===== src/design/rgq_pkg.sv =====
// shared types, constants and helpers for the ground quad ray hit test
// depends on nothing; imported by the controller, the datapath and the top
`timescale 1ns / 1ps

package rgq_pkg;

    // fixed point and sizing
    localparam int FRAC_BITS     = 16;
    localparam int MAX_TRIANGLES = 16;
    localparam int MAX_GROUNDS   = 256;
    localparam int VTX_DEPTH     = MAX_TRIANGLES * 3;
    localparam int VTX_AW        = $clog2(VTX_DEPTH);
    localparam int GC_W          = $clog2(MAX_GROUNDS + 1);
    localparam int DIV_STEPS     = FRAC_BITS + 1;
    localparam int DIV_CW        = $clog2(DIV_STEPS);
    localparam int RATE_W        = FRAC_BITS + 1;
    localparam int CFG_IW        = 3;

    // input modes
    localparam logic [1:0] MODE_BEGIN = 2'd0;
    localparam logic [1:0] MODE_VERTEX = 2'd1;
    localparam logic [1:0] MODE_GROUND = 2'd2;
    localparam logic [1:0] MODE_END = 2'd3;

    // configuration register indexes
    localparam logic [CFG_IW-1:0] CFG_DIR_X    = 3'd0;
    localparam logic [CFG_IW-1:0] CFG_DIR_Y    = 3'd1;
    localparam logic [CFG_IW-1:0] CFG_DIR_Z    = 3'd2;
    localparam logic [CFG_IW-1:0] CFG_LENGTH   = 3'd3;
    localparam logic [CFG_IW-1:0] CFG_OFFSET_X = 3'd4;
    localparam logic [CFG_IW-1:0] CFG_OFFSET_Y = 3'd5;
    localparam logic [CFG_IW-1:0] CFG_OFFSET_Z = 3'd6;

    // datapath operations
    typedef logic [4:0] t_op;
    localparam t_op OP_NONE   = 5'd0;
    localparam t_op OP_START  = 5'd1;
    localparam t_op OP_CLRACC = 5'd2;
    localparam t_op OP_CEN    = 5'd3;
    localparam t_op OP_END    = 5'd4;
    localparam t_op OP_DS     = 5'd5;
    localparam t_op OP_DE     = 5'd6;
    localparam t_op OP_DIVI   = 5'd7;
    localparam t_op OP_DIV    = 5'd8;
    localparam t_op OP_HD     = 5'd9;
    localparam t_op OP_HIT    = 5'd10;
    localparam t_op OP_VLD    = 5'd11;
    localparam t_op OP_EH     = 5'd12;
    localparam t_op OP_M1     = 5'd13;
    localparam t_op OP_M2     = 5'd14;
    localparam t_op OP_DCLR   = 5'd15;
    localparam t_op OP_DOT    = 5'd16;
    localparam t_op OP_OUT    = 5'd17;

    // payloads
    typedef struct packed {
        logic [1:0]         mode;
        logic signed [31:0] coord_x;
        logic signed [31:0] coord_y;
        logic signed [31:0] coord_z;
    } t_in;

    typedef struct packed {
        logic               hit;
        logic signed [31:0] hit_x;
        logic signed [31:0] hit_y;
        logic signed [31:0] hit_z;
        logic [7:0]         hit_ground;
    } t_out;

    // controller to datapath
    typedef struct packed {
        t_op               op;
        logic [1:0]        k;
        logic [1:0]        i;
        logic              ph;
        logic [VTX_AW-1:0] addr;
        logic              we;
        logic              load_in;
        logic              hit;
        logic [7:0]        ground;
    } t_cmd;

    // datapath to controller
    typedef struct packed {
        logic cross_fail;
        logic edge_zero;
        logic dot_pos;
    } t_sts;

    // next axis modulo three
    function automatic logic [1:0] next3(input logic [1:0] v);
        logic [1:0] r;
        r = (v == 2'd2) ? 2'd0 : v + 2'd1;
        return r;
    endfunction

    // saturate to the signed 32-bit range
    function automatic logic signed [31:0] sat32(input logic signed [65:0] x);
        logic signed [31:0] r;
        if (x > 66'sd2147483647) begin
            r = 32'sh7FFFFFFF;
        end else if (x < -66'sd2147483648) begin
            r = 32'sh80000000;
        end else begin
            r = x[31:0];
        end
        return r;
    endfunction

endpackage


===== src/design/rgq_ctrl.sv =====
// controller: sequences queries, ground evaluation and triangle tests
// depends on rgq_pkg
`timescale 1ns / 1ps

module rgq_ctrl
    import rgq_pkg::*;
(
    input  logic       i_clk,
    input  logic       i_rst_n,
    input  logic       i_in_valid,
    input  logic [1:0] i_mode,
    output logic       o_in_stall,
    output logic       o_out_valid,
    input  logic       i_out_stall,
    input  t_sts       i_sts,
    output t_cmd       o_cmd
);

    localparam logic [4:0] S_IDLE = 5'd0;
    localparam logic [4:0] S_DISP = 5'd1;
    localparam logic [4:0] S_CEN  = 5'd2;
    localparam logic [4:0] S_END  = 5'd3;
    localparam logic [4:0] S_DS   = 5'd4;
    localparam logic [4:0] S_DE   = 5'd5;
    localparam logic [4:0] S_XCHK = 5'd6;
    localparam logic [4:0] S_DIV  = 5'd7;
    localparam logic [4:0] S_HD   = 5'd8;
    localparam logic [4:0] S_HIT  = 5'd9;
    localparam logic [4:0] S_TLD  = 5'd10;
    localparam logic [4:0] S_EH   = 5'd11;
    localparam logic [4:0] S_MUL  = 5'd12;
    localparam logic [4:0] S_ZCHK = 5'd13;
    localparam logic [4:0] S_DOT  = 5'd14;
    localparam logic [4:0] S_DCHK = 5'd15;
    localparam logic [4:0] S_FIN  = 5'd16;

    logic [4:0]        r_state, n_state;
    logic [1:0]        r_mode, n_mode;
    logic [2:0]        r_s, n_s;
    logic [1:0]        r_k, n_k;
    logic              r_ph, n_ph;
    logic              r_sub, n_sub;
    logic [1:0]        r_i, n_i;
    logic [DIV_CW-1:0] r_cnt, n_cnt;
    logic [VTX_AW-1:0] r_vb, n_vb;
    logic [VTX_AW-1:0] r_vcount, n_vcount;
    logic [GC_W-1:0]   r_gc, n_gc;
    logic [7:0]        r_hg, n_hg;
    logic              r_hit, n_hit;
    logic              r_fd, n_fd;
    logic              r_oval, n_oval;
    logic              w_axis_last;

    assign w_axis_last = r_ph && (r_k == 2'd2);

    // next state and command
    always_comb begin
        n_state  = r_state;
        n_mode   = r_mode;
        n_s      = r_s;
        n_k      = r_k;
        n_ph     = r_ph;
        n_sub    = r_sub;
        n_i      = r_i;
        n_cnt    = r_cnt;
        n_vb     = r_vb;
        n_vcount = r_vcount;
        n_gc     = r_gc;
        n_hg     = r_hg;
        n_hit    = r_hit;
        n_fd     = r_fd;
        n_oval   = (r_oval && !i_out_stall) ? 1'b0 : r_oval;

        o_cmd         = '0;
        o_cmd.op      = OP_NONE;
        o_cmd.k       = r_k;
        o_cmd.i       = r_i;
        o_cmd.ph      = r_ph;
        o_cmd.hit     = r_hit;
        o_cmd.ground  = r_hg;

        unique case (r_state)
            S_IDLE: begin
                if (i_in_valid) begin
                    o_cmd.load_in = 1'b1;
                    n_mode        = i_mode;
                    n_state       = S_DISP;
                end
            end
            S_DISP: begin
                unique case (r_mode)
                    MODE_BEGIN: begin
                        o_cmd.op = OP_START;
                        n_vcount = '0;
                        n_gc     = '0;
                        n_fd     = 1'b0;
                        n_state  = S_IDLE;
                    end
                    MODE_VERTEX: begin
                        if (r_vcount < VTX_AW'(VTX_DEPTH)) begin
                            o_cmd.we   = 1'b1;
                            o_cmd.addr = r_vcount;
                            n_vcount   = r_vcount + 1'b1;
                        end
                        n_state = S_IDLE;
                    end
                    MODE_GROUND: begin
                        if (!r_fd && (r_gc < GC_W'(MAX_GROUNDS)) && (r_vcount >= VTX_AW'(6))) begin
                            o_cmd.op = OP_CLRACC;
                            n_s      = '0;
                            n_state  = S_CEN;
                        end else begin
                            n_state = S_FIN;
                        end
                    end
                    MODE_END: begin
                        if (!r_oval || !i_out_stall) begin
                            o_cmd.op = OP_OUT;
                            n_oval   = 1'b1;
                            n_state  = S_IDLE;
                        end
                    end
                    default: ;
                endcase
            end
            // quad corners are vertices 0, 1, 4 and 5
            S_CEN: begin
                case (r_s)
                    3'd0:    o_cmd.addr = VTX_AW'(0);
                    3'd1:    o_cmd.addr = VTX_AW'(1);
                    3'd2:    o_cmd.addr = VTX_AW'(4);
                    3'd3:    o_cmd.addr = VTX_AW'(5);
                    default: o_cmd.addr = '0;
                endcase
                if (r_s != 3'd0) begin
                    o_cmd.op = OP_CEN;
                end
                n_s = r_s + 3'd1;
                if (r_s == 3'd4) begin
                    n_k     = '0;
                    n_ph    = 1'b0;
                    n_state = S_END;
                end
            end
            S_END, S_DS, S_DE, S_HIT: begin
                case (r_state)
                    S_END:   o_cmd.op = OP_END;
                    S_DS:    o_cmd.op = OP_DS;
                    S_DE:    o_cmd.op = OP_DE;
                    default: o_cmd.op = OP_HIT;
                endcase
                n_ph = !r_ph;
                if (r_ph) begin
                    n_k = r_k + 2'd1;
                end
                if (w_axis_last) begin
                    n_k = '0;
                    case (r_state)
                        S_END:   n_state = S_DS;
                        S_DS:    n_state = S_DE;
                        S_DE:    n_state = S_XCHK;
                        default: begin
                            n_vb    = '0;
                            n_s     = '0;
                            n_state = S_TLD;
                        end
                    endcase
                end
            end
            S_XCHK: begin
                if (i_sts.cross_fail) begin
                    n_hit   = 1'b0;
                    n_state = S_FIN;
                end else begin
                    o_cmd.op = OP_DIVI;
                    n_cnt    = '0;
                    n_state  = S_DIV;
                end
            end
            S_DIV: begin
                o_cmd.op = OP_DIV;
                n_cnt    = r_cnt + 1'b1;
                if (r_cnt == DIV_CW'(DIV_STEPS - 1)) begin
                    n_ph    = 1'b0;
                    n_state = S_HD;
                end
            end
            S_HD: begin
                o_cmd.op = OP_HD;
                n_ph     = !r_ph;
                if (r_ph) begin
                    n_k     = '0;
                    n_state = S_HIT;
                end
            end
            // fetch the three vertices of one triangle
            S_TLD: begin
                o_cmd.addr = r_vb + VTX_AW'(r_s);
                if (r_s != 3'd0) begin
                    o_cmd.op = OP_VLD;
                    o_cmd.i  = 2'(r_s - 3'd1);
                end
                n_s = r_s + 3'd1;
                if (r_s == 3'd3) begin
                    n_i     = '0;
                    n_state = S_EH;
                end
            end
            S_EH: begin
                o_cmd.op = OP_EH;
                n_k      = '0;
                n_ph     = 1'b0;
                n_sub    = 1'b0;
                n_state  = S_MUL;
            end
            S_MUL: begin
                o_cmd.op = r_sub ? OP_M2 : OP_M1;
                n_ph     = !r_ph;
                if (r_ph) begin
                    n_sub = !r_sub;
                    if (r_sub) begin
                        n_k = r_k + 2'd1;
                        if (r_k == 2'd2) begin
                            n_state = S_ZCHK;
                        end
                    end
                end
            end
            S_ZCHK: begin
                if (i_sts.edge_zero) begin
                    n_hit   = 1'b1;
                    n_fd    = 1'b1;
                    n_hg    = r_gc[7:0];
                    n_state = S_FIN;
                end else if (r_i == 2'd2) begin
                    o_cmd.op = OP_DCLR;
                    n_i      = '0;
                    n_k      = '0;
                    n_ph     = 1'b0;
                    n_state  = S_DOT;
                end else begin
                    n_i     = r_i + 2'd1;
                    n_state = S_EH;
                end
            end
            S_DOT: begin
                o_cmd.op = OP_DOT;
                n_ph     = !r_ph;
                if (r_ph) begin
                    n_k = r_k + 2'd1;
                end
                if (w_axis_last) begin
                    n_k     = '0;
                    n_state = S_DCHK;
                end
            end
            S_DCHK: begin
                if (!i_sts.dot_pos) begin
                    // this triangle misses, try the next whole one
                    n_vb = r_vb + VTX_AW'(3);
                    n_s  = '0;
                    if (({1'b0, r_vb} + (VTX_AW+1)'(6)) <= {1'b0, r_vcount}) begin
                        n_state = S_TLD;
                    end else begin
                        n_hit   = 1'b0;
                        n_state = S_FIN;
                    end
                end else if (r_i == 2'd2) begin
                    n_hit   = 1'b1;
                    n_fd    = 1'b1;
                    n_hg    = r_gc[7:0];
                    n_state = S_FIN;
                end else begin
                    o_cmd.op = OP_DCLR;
                    n_i      = r_i + 2'd1;
                    n_state  = S_DOT;
                end
            end
            S_FIN: begin
                if (r_gc < GC_W'(MAX_GROUNDS)) begin
                    n_gc = r_gc + 1'b1;
                end
                n_vcount = '0;
                n_state  = S_IDLE;
            end
            default: n_state = S_IDLE;
        endcase
    end

    // control registers
    always_ff @(posedge i_clk) begin
        if (!i_rst_n) begin
            r_state  <= S_IDLE;
            r_mode   <= MODE_BEGIN;
            r_s      <= '0;
            r_k      <= '0;
            r_ph     <= 1'b0;
            r_sub    <= 1'b0;
            r_i      <= '0;
            r_cnt    <= '0;
            r_vb     <= '0;
            r_vcount <= '0;
            r_gc     <= '0;
            r_hg     <= '0;
            r_hit    <= 1'b0;
            r_fd     <= 1'b0;
            r_oval   <= 1'b0;
        end else begin
            r_state  <= n_state;
            r_mode   <= n_mode;
            r_s      <= n_s;
            r_k      <= n_k;
            r_ph     <= n_ph;
            r_sub    <= n_sub;
            r_i      <= n_i;
            r_cnt    <= n_cnt;
            r_vb     <= n_vb;
            r_vcount <= n_vcount;
            r_gc     <= n_gc;
            r_hg     <= n_hg;
            r_hit    <= n_hit;
            r_fd     <= n_fd;
            r_oval   <= n_oval;
        end
    end

    assign o_in_stall  = (r_state != S_IDLE);
    assign o_out_valid = r_oval;

endmodule


===== config.mk =====
export PLATFORM = sky130hd
export DESIGN_NAME = rgq_ctrl
export DESIGN_NICKNAME = d
export VERILOG_FILES = /design/src/design/rgq_pkg.sv /design/src/design/rgq_ctrl.sv
export SDC_FILE = /design/constraint.sdc
export NUM_CORES = 1
export LEC_CHECK = 0
export BUFFER_PORTS_ARGS = -buffer_cell sky130_fd_sc_hd__buf_2
export CORE_MARGIN = 2
export CORE_UTILIZATION = 50
export CTS_BUF_LIST = sky130_fd_sc_hd__clkbuf_8
export DETAILED_ROUTE_END_ITERATION = 7
export GPL_ROUTABILITY_DRIVEN = 0
export HOLD_SLACK_MARGIN = 0.08
export PLACE_DENSITY = 0.69
export SLEW_MARGIN = 20
export SYNTH_ARGS = -nofsm -noshare
export SYNTH_HDL_FRONTEND = slang
export SYNTH_SLANG_ARGS = --single-unit

===== constraint.sdc =====
create_clock -name i_clk -period 3.34 [get_ports i_clk]
set_input_delay 1.002 -clock i_clk [delete_from_list [all_inputs] [get_ports i_clk]]
set_output_delay 1.002 -clock i_clk [all_outputs]
set_load 0.02 [all_outputs]

==> summary.md <==
| Metric | Value |
|---|---|
| Pre-Repair DR Iteration Count | `7` |
| Startpoint types | `register` |
| List of most frequent post-synthesis cells | `dfxtp_1 (53), nor2_1 (50), nand2_1 (49), a21oi_1 (28), inv_1 (26)` |
| Mapped Nets | `496` |
| Core Rows | `31` |
| Drt wl/cell | `16.0 um` |
| Top FF cell, synth | `dfxtp_1` |
| Critical Path End Type | `primary output` |
| Sequential fraction of the synthesis area | `29.0%` |
| Dominant cell by count in the synthesized netlist | `dfxtp_1` |
| Unrepaired setup endpoints after global routing | `false` |
| Minimum clock period | `3.25 ns` |
| Endpoints failing setup | `0` |
| Htree depth | `2` |
| Hold buffers post-CTS | `0` |
| Cts bufs inserted | `5` |
| Die X | `89.6 um` |
| Iteration-0 DRC Markers | `271` |
| Area share of the largest cell type after synthesis | `29.0%` |
| Remaining antenna violation count | `0` |
| Drt drc | `0` |
| Via density | `5.83` |
| Post-synth ARST share | `0%` |
| Nets | `535` |
| DR vias | `3500` |
| Area leader, netlist | `dfxtp_1` |
| Post-synth EDFFs | `0` |
| Worst min path class | `reg -> reg` |
| Worst Hold Launch | `r_k[0]` |
| Layout area overhead | `11.2%` |
| Multi-input logic area | `2380 um^2` |
| CTS tree | `yes` |
| Mapped cell area | `3660 um^2` |
| Final setup TNS | `0 ns` |
| FF/Latch Area | `1070 um^2` |
| Antenna Cells | `0` |
| Total die area | `8030 um^2` |
| Mapped Cells | `461` |
| Largest net degree at the start of global routing | `24` |
| Fin area | `4070 um^2` |
| Final Hold Viols | `0` |
| First-pass GRT wire length | `15500 um` |
| Initial Util | `51.0%` |
| Clock Path Buffers | `2` |
| Period utilisation layout | `97.2%` |
| Postcts setup bufs | `0` |
| Antenna violations before repair | `0` |
| Quantity of gates resized following cts | `0` |
| Critical Path RT | `2.34 ns` |
| Min-Delay Path Depth | `2` |
| Area fraction in compound gates after synthesis | `20.8%` |
| Vias in the first global route | `3245` |
| Finished Layout Cells | `600` |
| Clock sinks | `53` |
| Worst skew pair latency | `0.32 ns` |
| Critical path class | `reg -> out` |
| Inst Count DP | `592` |
| Layout cells sized above 1 | `16.8%` |
| IO Port Bufs | `37` |
| Clock transition at path regs | `0.11 ns` |
| Main combinational cell family by area after synthesis | `simple AND/OR/NAND/NOR gates` |
| Worst r2r src | `r_vb[1]` |
| Post-Synth XOR/XNOR Area | `5.02%` |
| Pre-CTS setup slack | `0.143 ns` |
| Die height | `89.6 um` |
| Final HPWL DP | `7350 um` |
| FILL cells | `679` |
| Status | `completed` |
| Worst slew pin tran | `0.862 ns` |
| Relative slew slack | `42.5%` |
| Setup ws final | `0.0932 ns` |
| # IOs | `38` |
| FMAX | `0.308 GHz` |
| WP data arrival | `2.24 ns` |
| Critical Path Start | `r_s[0]` |
| Largest cells by area after synthesis | `dfxtp_1 (29%), ha_1 (8.5%), nor2_1 (5.1%)` |
| Clock root buffer | `clkbuf_8` |
| Warnings from Yosys | `0` |
| Final Max Slew Viols | `0` |
| Leakage power | `1.59 nW` |
| Post-Place Cell Area | `3980 um^2` |
| WL final | `9620 um` |
| Post-Synth Adder-Cell Area | `9.09%` |
| Post-synthesis mux area share | `3.83%` |
| Clk_skew | `0.0142 ns` |
| Unique masters post-synth | `71` |
| Worst VDD drop | `0.000234 V` |
| Total Routing Usage GR | `24.9%` |
| R2R depth | `10` |
| Pwr/cell area | `284 nW/um^2` |
| Worst Path Max Fanout | `6` |
| Synthesized flop and latch total | `53` |
| Global route overflow | `0` |
| Core area | `7180 um^2` |
| Max_cap viols | `0` |
| Synthesized area per cell | `7.94 um^2` |
| Post-Synth Simple-Gate Area | `26.0%` |
kinds of logic (layout without fill, tap and decap cells):
logic type               after synthesis  in the layout
XOR/XNOR                              21             21
AND/OR/NAND/NOR                      186            186
adder cells (fa/ha/maj)               26             26
AO/OA/AOI/OAI                        112            112
flip-flops                            53             53
multiplexers                          14             14
buffers and inverters                 49             89
metrics by stage:
stage	util, %	hold WS [ns]	power [mW]
floorplan	-	0.438	0.754
global placement	55.5	0.460	0.793
detailed placement	55.5	0.468	0.795
CTS	56.7	0.491	1.17
global route	56.8	0.520	1.21
finish	56.8	0.486	1.16
state kept, by name, summed over array words and instances (netlist names), 3 cells and up:
name	flops
r_gc	9
r_vb	6
r_s	3
r_vcount	6
r_hg	8
r_state	5
r_cnt	5
critical path, stage by stage, from the launching register on:
cell and delay, ns:
dfxtp_1 0.47, ha_1 0.21, inv_1 0.06, fa_1 0.41, nor2b_1 0.13, o21ai_0 0.10, xor2_1 0.17, o32ai_1 0.15
buf_2 0.22
per-layer routing:
layer | part of all wire [%] | track usage [%] | vias up
met5 | 0 | 0 | -
met3 | 6.5 | 5.30 | 19
met1 | 46 | 33.1 | 1646
met2 | 46 | 40.0 | 112
li1 | - | - | 1723
met4 | 1.9 | 8.41 | 0
cell usage in the layout (no fill, tap or decap), types with 13 or more instances in the layout:
cell type	n
ha_1	25
inv_1	27
nand2_1	49
xnor2_1	13
o21ai_0	17
a21oi_1	28
buf_2	37
nor3_1	13
buf_4	18
nor2_1	50
mux2i_1	14
dfxtp_1	49
area by class of cell:
type | instances | share of cell area (%)
clock inverters | 3 | 0.461
multi-input cells | 359 | 58.4
flip-flops and latches | 53 | 26.2
inverters | 26 | 2.40
clock buffers | 5 | 1.69
well taps | 99 | 3.04
repair buffers | 55 | 7.86
report_power, final:
part	switching, mW	internal (mW)
registers	0.0159	0.641
logic	0.0805	0.0459
clock network	0.229	0.145
worst paths after layout:
check	end	slack [ns]
max	o_cmd[15]	0.09
min	r_k[0]	0.49
max reg2reg	r_hit	0.58
min reg2reg	r_k[0]	0.49
Note: power is estimated with default switching activity, not from simulation.
